### config.mk
export PLATFORM = sky130hd
export DESIGN_NAME = postfix_expression_evaluator_flat
export DESIGN_NICKNAME = d
export VERILOG_FILES = /design/src/rtl/pfx_pkg.sv /design/src/rtl/pfx_req_if.sv /design/src/rtl/pfx_rsp_if.sv /design/src/rtl/pfx_divider.sv /design/src/rtl/postfix_expression_evaluator.sv /design/src/flat_wrapper.sv
export SDC_FILE = /design/constraint.sdc
export NUM_CORES = 2
export LEC_CHECK = 0
export BUFFER_PORTS_ARGS = -buffer_cell sky130_fd_sc_hd__buf_2
export CORE_ASPECT_RATIO = 0.9
export CORE_MARGIN = 2
export CORE_UTILIZATION = 35
export DETAILED_ROUTE_END_ITERATION = 8
export PLACE_DENSITY = 0.57
export SLEW_MARGIN = 40
export SYNTH_ARGS = -nofsm -noshare
export SYNTH_HDL_FRONTEND = slang
export SYNTH_HIERARCHICAL = 1
export SYNTH_SLANG_ARGS = --single-unit
### constraint.sdc
create_clock -name clock -period 8 [get_ports clock]
set_input_delay 0.8 -clock clock [delete_from_list [all_inputs] [get_ports clock]]
set_output_delay 0.8 -clock clock [all_outputs]
set_load 0.005 [all_outputs]
### src/rtl/pfx_pkg.sv
`timescale 1ns / 1ps
`default_nettype none
// -----------------------------------------------------------------------------
// pfx_pkg
// Shared constants, status codes and types of the postfix expression evaluator.
// -----------------------------------------------------------------------------
package pfx_pkg;

   // stack geometry
   localparam int unsigned STACK_DEPTH = 64;
   localparam int unsigned ADDR_W      = $clog2(STACK_DEPTH);
   localparam int unsigned CNT_W       = $clog2(STACK_DEPTH + 1);

   // datapath widths
   localparam int unsigned DATA_W   = 32;
   localparam int unsigned SYM_W    = 8;
   localparam int unsigned STATUS_W = 3;

   // status codes
   localparam logic [STATUS_W-1:0] ST_OK        = 3'd0;
   localparam logic [STATUS_W-1:0] ST_UNDER     = 3'd1;
   localparam logic [STATUS_W-1:0] ST_OVER      = 3'd2;
   localparam logic [STATUS_W-1:0] ST_DIVZERO   = 3'd3;
   localparam logic [STATUS_W-1:0] ST_UNKNOWN   = 3'd4;
   localparam logic [STATUS_W-1:0] ST_EMPTY_END = 3'd5;

   // symbol codes
   localparam logic [SYM_W-1:0] CH_ZERO  = 8'h30;
   localparam logic [SYM_W-1:0] CH_NINE  = 8'h39;
   localparam logic [SYM_W-1:0] CH_LO_A  = 8'h61;
   localparam logic [SYM_W-1:0] CH_LO_Z  = 8'h7A;
   localparam logic [SYM_W-1:0] CH_UP_A  = 8'h41;
   localparam logic [SYM_W-1:0] CH_UP_Z  = 8'h5A;
   localparam logic [SYM_W-1:0] CH_PLUS  = 8'h2B;
   localparam logic [SYM_W-1:0] CH_MINUS = 8'h2D;
   localparam logic [SYM_W-1:0] CH_STAR  = 8'h2A;
   localparam logic [SYM_W-1:0] CH_SLASH = 8'h2F;

   // divider request and response
   typedef struct packed {
      logic              start;
      logic [DATA_W-1:0] dividend;
      logic [DATA_W-1:0] divisor;
   } div_req_type;

   typedef struct packed {
      logic              done;
      logic [DATA_W-1:0] quotient;
   } div_rsp_type;

endpackage
`default_nettype wire

### src/rtl/pfx_req_if.sv
`timescale 1ns / 1ps
`default_nettype none
// -----------------------------------------------------------------------------
// pfx_req_if
// Request channel: one expression byte per request, with an end marker.
// -----------------------------------------------------------------------------
interface pfx_req_if;
   logic                         valid;
   logic                         ready;
   logic [pfx_pkg::SYM_W-1:0]    symbol;
   logic                         last_symbol;

   modport source (output valid, symbol, last_symbol, input ready);
   modport sink   (input valid, symbol, last_symbol, output ready);
endinterface
`default_nettype wire

### src/rtl/pfx_rsp_if.sv
`timescale 1ns / 1ps
`default_nettype none
// -----------------------------------------------------------------------------
// pfx_rsp_if
// Result channel: expression value and first status code.
// -----------------------------------------------------------------------------
interface pfx_rsp_if;
   logic                             valid;
   logic                             ready;
   logic signed [pfx_pkg::DATA_W-1:0] value;
   logic [pfx_pkg::STATUS_W-1:0]     status;

   modport source (output valid, value, status, input ready);
   modport sink   (input valid, value, status, output ready);
endinterface
`default_nettype wire

### src/rtl/pfx_divider.sv
`timescale 1ns / 1ps
`default_nettype none
// -----------------------------------------------------------------------------
// pfx_divider
// Signed 32-bit divider, one quotient bit per cycle (restoring, on magnitudes).
// Truncates toward zero; the most negative value over -1 wraps.
// -----------------------------------------------------------------------------
module pfx_divider (
   input  wire logic                 clock,
   input  wire logic                 reset,
   input  wire pfx_pkg::div_req_type div_req,
   output pfx_pkg::div_rsp_type      div_rsp
);

   localparam int unsigned DW   = pfx_pkg::DATA_W;
   localparam int unsigned STEP_W = $clog2(DW);

   logic              busy_ff, busy_in;
   logic              done_ff, done_in;
   logic [STEP_W-1:0] step_ff, step_in;
   logic [DW-1:0]     rem_ff, rem_in;
   logic [DW-1:0]     quo_ff, quo_in;
   logic [DW-1:0]     dvs_ff, dvs_in;
   logic              neg_ff, neg_in;

   logic [DW:0]       shifted;
   logic [DW+1:0]     diff;
   logic              fits;

   // one restoring step
   assign shifted = {rem_ff, quo_ff[DW-1]};
   assign diff    = {1'b0, shifted} - {2'b00, dvs_ff};
   assign fits    = ~diff[DW+1];

   always_comb begin
      busy_in = busy_ff;
      done_in = 1'b0;
      step_in = step_ff;
      rem_in  = rem_ff;
      quo_in  = quo_ff;
      dvs_in  = dvs_ff;
      neg_in  = neg_ff;
      if (div_req.start) begin
         // load magnitudes and remember the quotient sign
         busy_in = 1'b1;
         step_in = '0;
         rem_in  = '0;
         quo_in  = div_req.dividend[DW-1] ? (DW'(0) - div_req.dividend) : div_req.dividend;
         dvs_in  = div_req.divisor[DW-1] ? (DW'(0) - div_req.divisor) : div_req.divisor;
         neg_in  = div_req.dividend[DW-1] ^ div_req.divisor[DW-1];
      end else if (busy_ff) begin
         rem_in  = fits ? diff[DW-1:0] : shifted[DW-1:0];
         quo_in  = {quo_ff[DW-2:0], fits};
         step_in = step_ff + STEP_W'(1);
         if (step_ff == STEP_W'(DW - 1)) begin
            busy_in = 1'b0;
            done_in = 1'b1;
         end
      end
   end

   always_ff @(posedge clock) begin
      if (reset) begin
         busy_ff <= 1'b0;
         done_ff <= 1'b0;
      end else begin
         busy_ff <= busy_in;
         done_ff <= done_in;
      end
      step_ff <= step_in;
      rem_ff  <= rem_in;
      quo_ff  <= quo_in;
      dvs_ff  <= dvs_in;
      neg_ff  <= neg_in;
   end

   // restore the sign
   assign div_rsp.done     = done_ff;
   assign div_rsp.quotient = neg_ff ? (DW'(0) - quo_ff) : quo_ff;

endmodule
`default_nettype wire

### src/rtl/postfix_expression_evaluator.sv
// Sequence: a request is taken in the idle state; an operand push, a divide by zero
// or an unknown symbol then passes EXEC and DONE, + - * pass EXEC, ARITH, WRITE and
// DONE, and / also waits in DIVIDE on the bit-serial divider. A new request is taken
// only back in idle; a final symbol also holds in DONE while the previous result waits.
// Reset: synchronous, active high; clears stack count, error record and the
// result flag. The stack memory is not cleared: entries above the count are never used.
`timescale 1ns / 1ps
`default_nettype none
// -----------------------------------------------------------------------------
// postfix_expression_evaluator
// Postfix evaluator: a sequencer over a 32-bit operand stack held in a
// synchronous memory, with the top entry mirrored in a register.
// -----------------------------------------------------------------------------
module postfix_expression_evaluator (
   input  wire logic  clock,
   input  wire logic  reset,
   pfx_req_if.sink    req_if,
   pfx_rsp_if.source  rsp_if
);

   localparam int unsigned DW   = pfx_pkg::DATA_W;
   localparam int unsigned AW   = pfx_pkg::ADDR_W;
   localparam int unsigned CW   = pfx_pkg::CNT_W;
   localparam int unsigned SW   = pfx_pkg::SYM_W;
   localparam int unsigned STW  = pfx_pkg::STATUS_W;
   localparam int unsigned DEPTH = pfx_pkg::STACK_DEPTH;

   // sequencer states
   localparam logic [2:0] S_IDLE   = 3'd0;
   localparam logic [2:0] S_EXEC   = 3'd1;
   localparam logic [2:0] S_ARITH  = 3'd2;
   localparam logic [2:0] S_DIVIDE = 3'd3;
   localparam logic [2:0] S_WRITE  = 3'd4;
   localparam logic [2:0] S_DONE   = 3'd5;

   logic [2:0]    state_ff, state_in;
   logic [SW-1:0] sym_ff, sym_in;
   logic          last_ff, last_in;
   logic [CW-1:0] count_ff, count_in;
   logic [STW-1:0] err_ff, err_in;
   logic [DW-1:0] top_ff, top_in;
   logic [DW-1:0] opa_ff, opa_in;
   logic [DW-1:0] opb_ff, opb_in;
   logic [DW-1:0] res_ff, res_in;
   logic          rsp_valid_ff, rsp_valid_in;
   logic [DW-1:0] rsp_value_ff, rsp_value_in;
   logic [STW-1:0] rsp_status_ff, rsp_status_in;

   // stack memory
   logic [DW-1:0] stack_mem [DEPTH];
   logic [DW-1:0] rd_data_ff;
   logic [AW-1:0] rd_addr;
   logic          wr_en;
   logic [AW-1:0] wr_addr;
   logic [DW-1:0] wr_data;

   logic          req_take;
   logic          rsp_load;
   logic          is_operand;
   logic          is_operator;
   logic          count_nz;
   logic          count_ge2;
   logic [DW-1:0] push_val;

   pfx_pkg::div_req_type div_req;
   pfx_pkg::div_rsp_type div_rsp;

   // classify the held symbol
   assign is_operand = ((sym_ff >= pfx_pkg::CH_LO_A) && (sym_ff <= pfx_pkg::CH_LO_Z)) ||
                       ((sym_ff >= pfx_pkg::CH_UP_A) && (sym_ff <= pfx_pkg::CH_UP_Z)) ||
                       ((sym_ff >= pfx_pkg::CH_ZERO) && (sym_ff <= pfx_pkg::CH_NINE));
   assign is_operator = (sym_ff == pfx_pkg::CH_PLUS) || (sym_ff == pfx_pkg::CH_MINUS) ||
                        (sym_ff == pfx_pkg::CH_STAR) || (sym_ff == pfx_pkg::CH_SLASH);
   assign push_val  = {{(DW - SW){1'b0}}, sym_ff} - {{(DW - SW){1'b0}}, pfx_pkg::CH_ZERO};
   assign count_nz  = (count_ff != '0);
   assign count_ge2 = (count_ff >= CW'(2));

   // second entry from the top, read while the request is taken
   assign rd_addr  = AW'(count_ff - CW'(2));

   assign req_take      = req_if.valid && req_if.ready;
   assign req_if.ready  = (state_ff == S_IDLE);

   // divider hand-off
   assign div_req.start    = (state_ff == S_ARITH) && (sym_ff == pfx_pkg::CH_SLASH);
   assign div_req.dividend = opa_ff;
   assign div_req.divisor  = opb_ff;

   pfx_divider u_divider (
      .clock   (clock),
      .reset   (reset),
      .div_req (div_req),
      .div_rsp (div_rsp)
   );

   // sequencer
   always_comb begin
      state_in      = state_ff;
      sym_in        = sym_ff;
      last_in       = last_ff;
      count_in      = count_ff;
      err_in        = err_ff;
      top_in        = top_ff;
      opa_in        = opa_ff;
      opb_in        = opb_ff;
      res_in        = res_ff;
      rsp_value_in  = rsp_value_ff;
      rsp_status_in = rsp_status_ff;
      rsp_load      = 1'b0;
      wr_en         = 1'b0;
      wr_addr       = count_ff[AW-1:0];
      wr_data       = push_val;

      unique case (state_ff)
         S_IDLE: begin
            if (req_take) begin
               sym_in   = req_if.symbol;
               last_in  = req_if.last_symbol;
               state_in = S_EXEC;
            end
         end
         S_EXEC: begin
            state_in = S_DONE;
            if (is_operand) begin
               // push, or drop on a full stack
               if (count_ff == CW'(DEPTH)) begin
                  if (err_ff == pfx_pkg::ST_OK) err_in = pfx_pkg::ST_OVER;
               end else begin
                  wr_en    = 1'b1;
                  top_in   = push_val;
                  count_in = count_ff + CW'(1);
               end
            end else if (!is_operator) begin
               if (err_ff == pfx_pkg::ST_OK) err_in = pfx_pkg::ST_UNKNOWN;
            end else if ((sym_ff == pfx_pkg::CH_SLASH) && count_nz && (top_ff == '0)) begin
               if (err_ff == pfx_pkg::ST_OK) err_in = pfx_pkg::ST_DIVZERO;
            end else begin
               // pop both operands; a missing one reads as all ones
               opb_in   = count_nz  ? top_ff     : '1;
               opa_in   = count_ge2 ? rd_data_ff : '1;
               count_in = count_ge2 ? (count_ff - CW'(2)) : '0;
               if (!count_ge2 && (err_ff == pfx_pkg::ST_OK)) err_in = pfx_pkg::ST_UNDER;
               state_in = S_ARITH;
            end
         end
         S_ARITH: begin
            state_in = S_WRITE;
            case (sym_ff)
               pfx_pkg::CH_PLUS:  res_in = opa_ff + opb_ff;
               pfx_pkg::CH_MINUS: res_in = opa_ff - opb_ff;
               pfx_pkg::CH_STAR:  res_in = opa_ff * opb_ff;
               default:           state_in = S_DIVIDE;
            endcase
         end
         S_DIVIDE: begin
            if (div_rsp.done) begin
               res_in   = div_rsp.quotient;
               state_in = S_WRITE;
            end
         end
         S_WRITE: begin
            // push the result; popping first leaves room
            wr_en    = 1'b1;
            wr_data  = res_ff;
            top_in   = res_ff;
            count_in = count_ff + CW'(1);
            state_in = S_DONE;
         end
         S_DONE: begin
            if (!last_ff) begin
               state_in = S_IDLE;
            end else if (!rsp_valid_ff || rsp_if.ready) begin
               // hand out the result and start a fresh expression
               rsp_load      = 1'b1;
               rsp_value_in  = count_nz ? top_ff : '0;
               rsp_status_in = (count_nz || (err_ff != pfx_pkg::ST_OK)) ?
                               err_ff : pfx_pkg::ST_EMPTY_END;
               count_in      = '0;
               err_in        = pfx_pkg::ST_OK;
               state_in      = S_IDLE;
            end
         end
         default: state_in = S_IDLE;
      endcase
   end

   // result flag: load wins over a completed take
   always_comb begin
      rsp_valid_in = rsp_valid_ff;
      if (rsp_load) begin
         rsp_valid_in = 1'b1;
      end else if (rsp_if.ready) begin
         rsp_valid_in = 1'b0;
      end
   end

   always_ff @(posedge clock) begin
      if (reset) begin
         state_ff     <= S_IDLE;
         count_ff     <= '0;
         err_ff       <= pfx_pkg::ST_OK;
         rsp_valid_ff <= 1'b0;
      end else begin
         state_ff     <= state_in;
         count_ff     <= count_in;
         err_ff       <= err_in;
         rsp_valid_ff <= rsp_valid_in;
      end
      sym_ff        <= sym_in;
      last_ff       <= last_in;
      top_ff        <= top_in;
      opa_ff        <= opa_in;
      opb_ff        <= opb_in;
      res_ff        <= res_in;
      rsp_value_ff  <= rsp_value_in;
      rsp_status_ff <= rsp_status_in;
   end

   // stack memory: one write port, one registered read port
   always_ff @(posedge clock) begin
      if (wr_en) begin
         stack_mem[wr_addr] <= wr_data;
      end
      rd_data_ff <= stack_mem[rd_addr];
   end

   assign rsp_if.valid  = rsp_valid_ff;
   assign rsp_if.value  = rsp_value_ff;
   assign rsp_if.status = rsp_status_ff;

`ifndef NO_ASSERTIONS
   a_count_bound: assert property (@(posedge clock) disable iff (reset)
      count_ff <= CW'(DEPTH))
      else $error("stack count beyond depth");

   a_write_push: assert property (@(posedge clock) disable iff (reset)
      (state_ff == S_WRITE) |=> (count_ff == $past(count_ff) + CW'(1)))
      else $error("result write did not advance the count");

   a_load_clears: assert property (@(posedge clock) disable iff (reset)
      rsp_load |=> ((count_ff == '0) && (err_ff == pfx_pkg::ST_OK) && rsp_valid_ff))
      else $error("expression end did not clear the stack");

   a_err_sticky: assert property (@(posedge clock) disable iff (reset)
      ((err_ff != pfx_pkg::ST_OK) && !rsp_load) |=> (err_ff == $past(err_ff)))
      else $error("first error overwritten");

   a_div_done: assert property (@(posedge clock) disable iff (reset)
      div_rsp.done |-> (state_ff == S_DIVIDE))
      else $error("divider finished outside the divide state");
`endif

endmodule
`default_nettype wire

### src/flat_wrapper.sv
// flat-port wrapper written by rule: the top's interface ports become plain ports
module postfix_expression_evaluator_flat 
  (clock, reset, req_if_valid, req_if_symbol, req_if_last_symbol, req_if_ready, rsp_if_valid, rsp_if_value, rsp_if_status, rsp_if_ready);
  pfx_req_if req_if_i ();
  pfx_rsp_if rsp_if_i ();
  input  wire logic clock;
  input  wire logic reset;
  input wire logic [$bits(req_if_i.valid)-1:0] req_if_valid;
  input wire logic [$bits(req_if_i.symbol)-1:0] req_if_symbol;
  input wire logic [$bits(req_if_i.last_symbol)-1:0] req_if_last_symbol;
  output wire logic [$bits(req_if_i.ready)-1:0] req_if_ready;
  output wire logic [$bits(rsp_if_i.valid)-1:0] rsp_if_valid;
  output wire logic [$bits(rsp_if_i.value)-1:0] rsp_if_value;
  output wire logic [$bits(rsp_if_i.status)-1:0] rsp_if_status;
  input wire logic [$bits(rsp_if_i.ready)-1:0] rsp_if_ready;
  assign req_if_i.valid = req_if_valid;
  assign req_if_i.symbol = req_if_symbol;
  assign req_if_i.last_symbol = req_if_last_symbol;
  assign req_if_ready = req_if_i.ready;
  assign rsp_if_valid = rsp_if_i.valid;
  assign rsp_if_value = rsp_if_i.value;
  assign rsp_if_status = rsp_if_i.status;
  assign rsp_if_i.ready = rsp_if_ready;
  postfix_expression_evaluator u_core (.clock(clock), .reset(reset), .req_if(req_if_i), .rsp_if(rsp_if_i));
endmodule
==> run_results.csv <==
group,metric,value,unit
floorplan,pin_count,50,
outcome,status,"finished clean",
yosys,synthAdderAreaFrac,0.09615,
critical_path,critPathLaunchType,"register",
yosys,synth.area.top_cells,"edfxtp_1 61%, mux4_2 13%, fa_1 7.3%",
yosys,ys.flop_type,"edfxtp_1",
yosys,syn-instance-count,6610,
critical_path,worst_path_dominant_cell_family,"adder cells",
route,wirelength,318500,µm
yosys,synth.distinct_cells,94,
clocking,cts_buffer_depth,4,
critical_path,cpMostUsedCell,"fa_1",
critical_path,endpoint_kind,"register",
sta,fin_worst_skew,114.2,ps
clocking,clk_pin_slew_worst_paths,70,ps
clocking,cts_sinks,2370,
critical_path,required,8600,ps
sta,worstMarginPinSlew,928.7,ps
placement,numPortBuffers,49,
floorplan,core_area,0.3192,mm²
power_and_ir_drop,p_sw_frac,0.2618,
critical_path,critPathMaxStageDelay,660,ps
yosys,synth-compound-area-share,0.03280,
min_path,hold_path_class,"input pin to register",
global_route,antenna_found_initial,27,
yosys,synth_top_area_share,0.6124,
placement,gp_congestion,0.9300,
global_route,grt_use_total,0.1936,
power_and_ir_drop,leakage,0.04282,µW
clocking,cts_made_buffers,233,
global_route,grt_pass1_wl,456300,µm
clocking,cts_root_buf,"clkbuf_16",
sta,finalSetupViolCount,0,
clocking,cts_resized,0,
yosys,yosysWarnings,6,
sta,drv_slew,0,
critical_path,critical_path_buf_inv_count,5,
yosys,ys_ff_latch,2370,
route,first_iter_violations,6607,
power_and_ir_drop,seqPwrFrac,0.477,
sta,rsz0062_at_grt,"false",
floorplan,rows,197,
route,routedWlPerCell,28.10,µm
power_and_ir_drop,p_per_area,234.9,mW/mm²
global_route,overflow,0,
yosys,seq_area_frac_synth,0.6276,
critical_path,cp_slowest_cell,"edfxtp_1",
global_route,grt_pass1_vias,62210,
yosys,async_reset_ff_frac,0,
yosys,synth_area_leader_cell,"edfxtp_1",
yosys,synth_area,0.1120,mm²
critical_path,crit_arrival,8280,ps
clocking,clock_latency,920,ps
sta,hold_violations,0,
yosys,synth-edff-count,2285,
cells_and_area,area_delta_synth_final,13.94,%
critical_path,path_max_fanout,14,
clocking,cts_hold_buf,0,
floorplan,die_area,0.3247,mm²
cells_and_area,nNetsFinal,7482,
cells_and_area,final_layout_size_suffix_gt1_frac,0.2164,
route,viasPerCell,5.420,
placement,dp_hpwl,206100,µm
sta,fin_crit,7682,ps
clocking,htree_levels,4,
route,first_pass_iters,6,
route,dr_total_vias,61440,
power_and_ir_drop,power,29990,µW
critical_path,cp_cell_sequence,"buf_4 -> nand2_1 -> fa_1 -> inv_1 -> fa_1 -> inv_1 -> fa_1 -> inv_1 -> fa_1 -> inv_1 -> fa_1 -> fa_1 -> fa_1 -> fa_1 -> xnor2_1 -> xnor2_1 -> xnor2_1 -> xnor2_1 -> xnor2_1 -> xnor2_1 -> xnor2_1 -> or3_1 -> a21oi_1 -> a221o_1",
floorplan,fp.dieH,540.8,µm
yosys,avgSynthCellArea,16.95,µm²
clocking,cts_tree,"built",
yosys,synthMuxAreaShare,0.1365,
yosys,synth_xor_area_frac,0.02071,
power_and_ir_drop,vdd_drop_max,0.2066,mV
power_and_ir_drop,p_int,22140,µW
yosys,syn_nets,7238,
power_and_ir_drop,pwr-share-clk,0.367,
floorplan,die_w,600.4,µm
critical_path,worstSetupPathType,"register to register",
job,cap_violations,0,
power_and_ir_drop,comb_power_share,0.156,
yosys,synth_top_family_by_area,"multiplexers",
yosys,synth-simple-area-share,0.05873,
route,drcViolationCount,0,
global_route,grt_start_max_net_pins,101,
route,final_antenna_net_count,0,
sta,min_period_over_period,0.9602,
sta,setup_tns,0,ps
sta,fmax,130.2,MHz
floorplan,initial_core_util,0.3510,
sta,relSlewSlack,0.3808,
power_and_ir_drop,switchingPower,7853,µW
-- stage by stage --
stage               hold slack [ps]  instances  worst slack, ps    util  area (µm²)
floorplan                     453.5       6610            719.4       -      112000
global route                  86.70      11330            4.151  0.3999      127700
detailed placement            471.0      10870            205.2  0.3753      119800
global placement              465.8      10820            213.7  0.3720      118700
CTS                           73.35      11300            145.5  0.3989      127300
finish                        137.4      11340            318.3  0.4000      127700
-- layer usage --
layer	vias to the layer above	GRT usage	wire length, µm
li1	25480	-	-
met1	33060	0.2699	134100
met2	2435	0.3160	152900
met3	457	0.03033	22840
met4	8	0.05115	8620
met5	-	0	46
-- kinds of logic after synthesis --
family / Yosys count
AO/OA/AOI/OAI: 563
XOR/XNOR: 265
adder cells (fa/ha/maj): 615
buffers and inverters: 796
flip-flops: 2370
multiplexers: 706
AND/OR/NAND/NOR: 1295
-- power by group through the flow --
stage                     Clock (µW)  Sequential (µW)  Combinational, µW
after floorplan                    0            14500               2890
after global placement             0            14600               4600
after detailed placement           0            14600               4680
after CTS                      11200            14300               4700
after global routing           11700            14300               4990
final                          11000            14300               4680
-- path summary, 6_finish.rpt --
path	cells after the start	slack (ps)	from	end
setup / recovery	24	320	u_core/opa_ff[9]	u_core/res_ff[31]
hold / removal	1	140	req_if_symbol[2]	u_core/sym_ff[2]
setup reg to reg	24	320	u_core/opa_ff[9]	u_core/res_ff[31]
hold reg to reg	1	450	u_core/rd_data_ff[1]	u_core/opa_ff[1]
-- cells in the mapped netlist, types with 15 or more instances --
master,instances
edfxtp_1,2285
mux4_2,657
inv_1,455
fa_1,410
nand2_1,372
and2_1,358
nor2_1,256
clkbuf_1,254
ha_1,205
xnor2_1,178
a21oi_1,167
o21ai_0,98
nand2b_1,95
xor2_1,87
dfxtp_1,85
a21o_1,60
buf_2,50
a211oi_1,45
mux2i_1,41
buf_1,30
nand3_1,29
nor3_1,29
o31ai_1,27
a31oi_1,24
nor2b_1,22
o21ai_1,22
nor4_1,21
or3_1,21
or4_1,21
nand4_1,15
-- worst reg2reg max path, delay by kind of cell (launching register included) --
| family | cells | cell delay, ps |
|---|---|---|
| compound gates | 2 | 350 |
| xor+xnor | 7 | 1530 |
| fa+ha+maj | 8 | 3970 |
| buf+inv | 5 | 590 |
| flops | 1 | 660 |
| simple gates | 2 | 310 |
-- sequential cells by signal, summed over array words and instances (netlist names), 5 cells and up --
signal and cells:
u_core/count_ff 7, u_core/opa_ff 32, u_core/opb_ff 32, u_core/rd_data_ff 32
u_core/res_ff 32, u_core/rsp_if.value 32, u_core/stack_mem 2048, u_core/sym_ff 8
u_core/top_ff 32, u_core/u_divider/dvs_ff 32, u_core/u_divider/quo_ff 32, u_core/u_divider/rem_ff 32
u_core/u_divider/step_ff 5
-- cells in the final DEF, fill, tap and decap left out, types with 96 or more instances in the layout --
cell and count:
a21oi_1 164, and2_1 350, buf_4 229, clkbuf_16 234, edfxtp_1 2285, fa_1 410
ha_1 204, inv_1 455, mux4_2 657, nand2_1 368, nor2_1 198, o21ai_0 96
xnor2_1 177
-- layout make-up --
type                       instances  area (µm²)
fill                           28700      191500
antenna                           10       25.02
clock buffer                     282        6095
tap                             4278        5353
inverter                         455        1708
clock inverter                   147        1444
sequential                      2370       70330
timing repair buffer             350        3346
multi-input combinational       3444       39370
-- repair_timing --
action / in CTS / in global routing
hold endpoints to repair: 0 / 0
setup buffers: 0 / 18
endpoints found under the setup margin: 0 / 1
(Power assumes the default switching activity.)
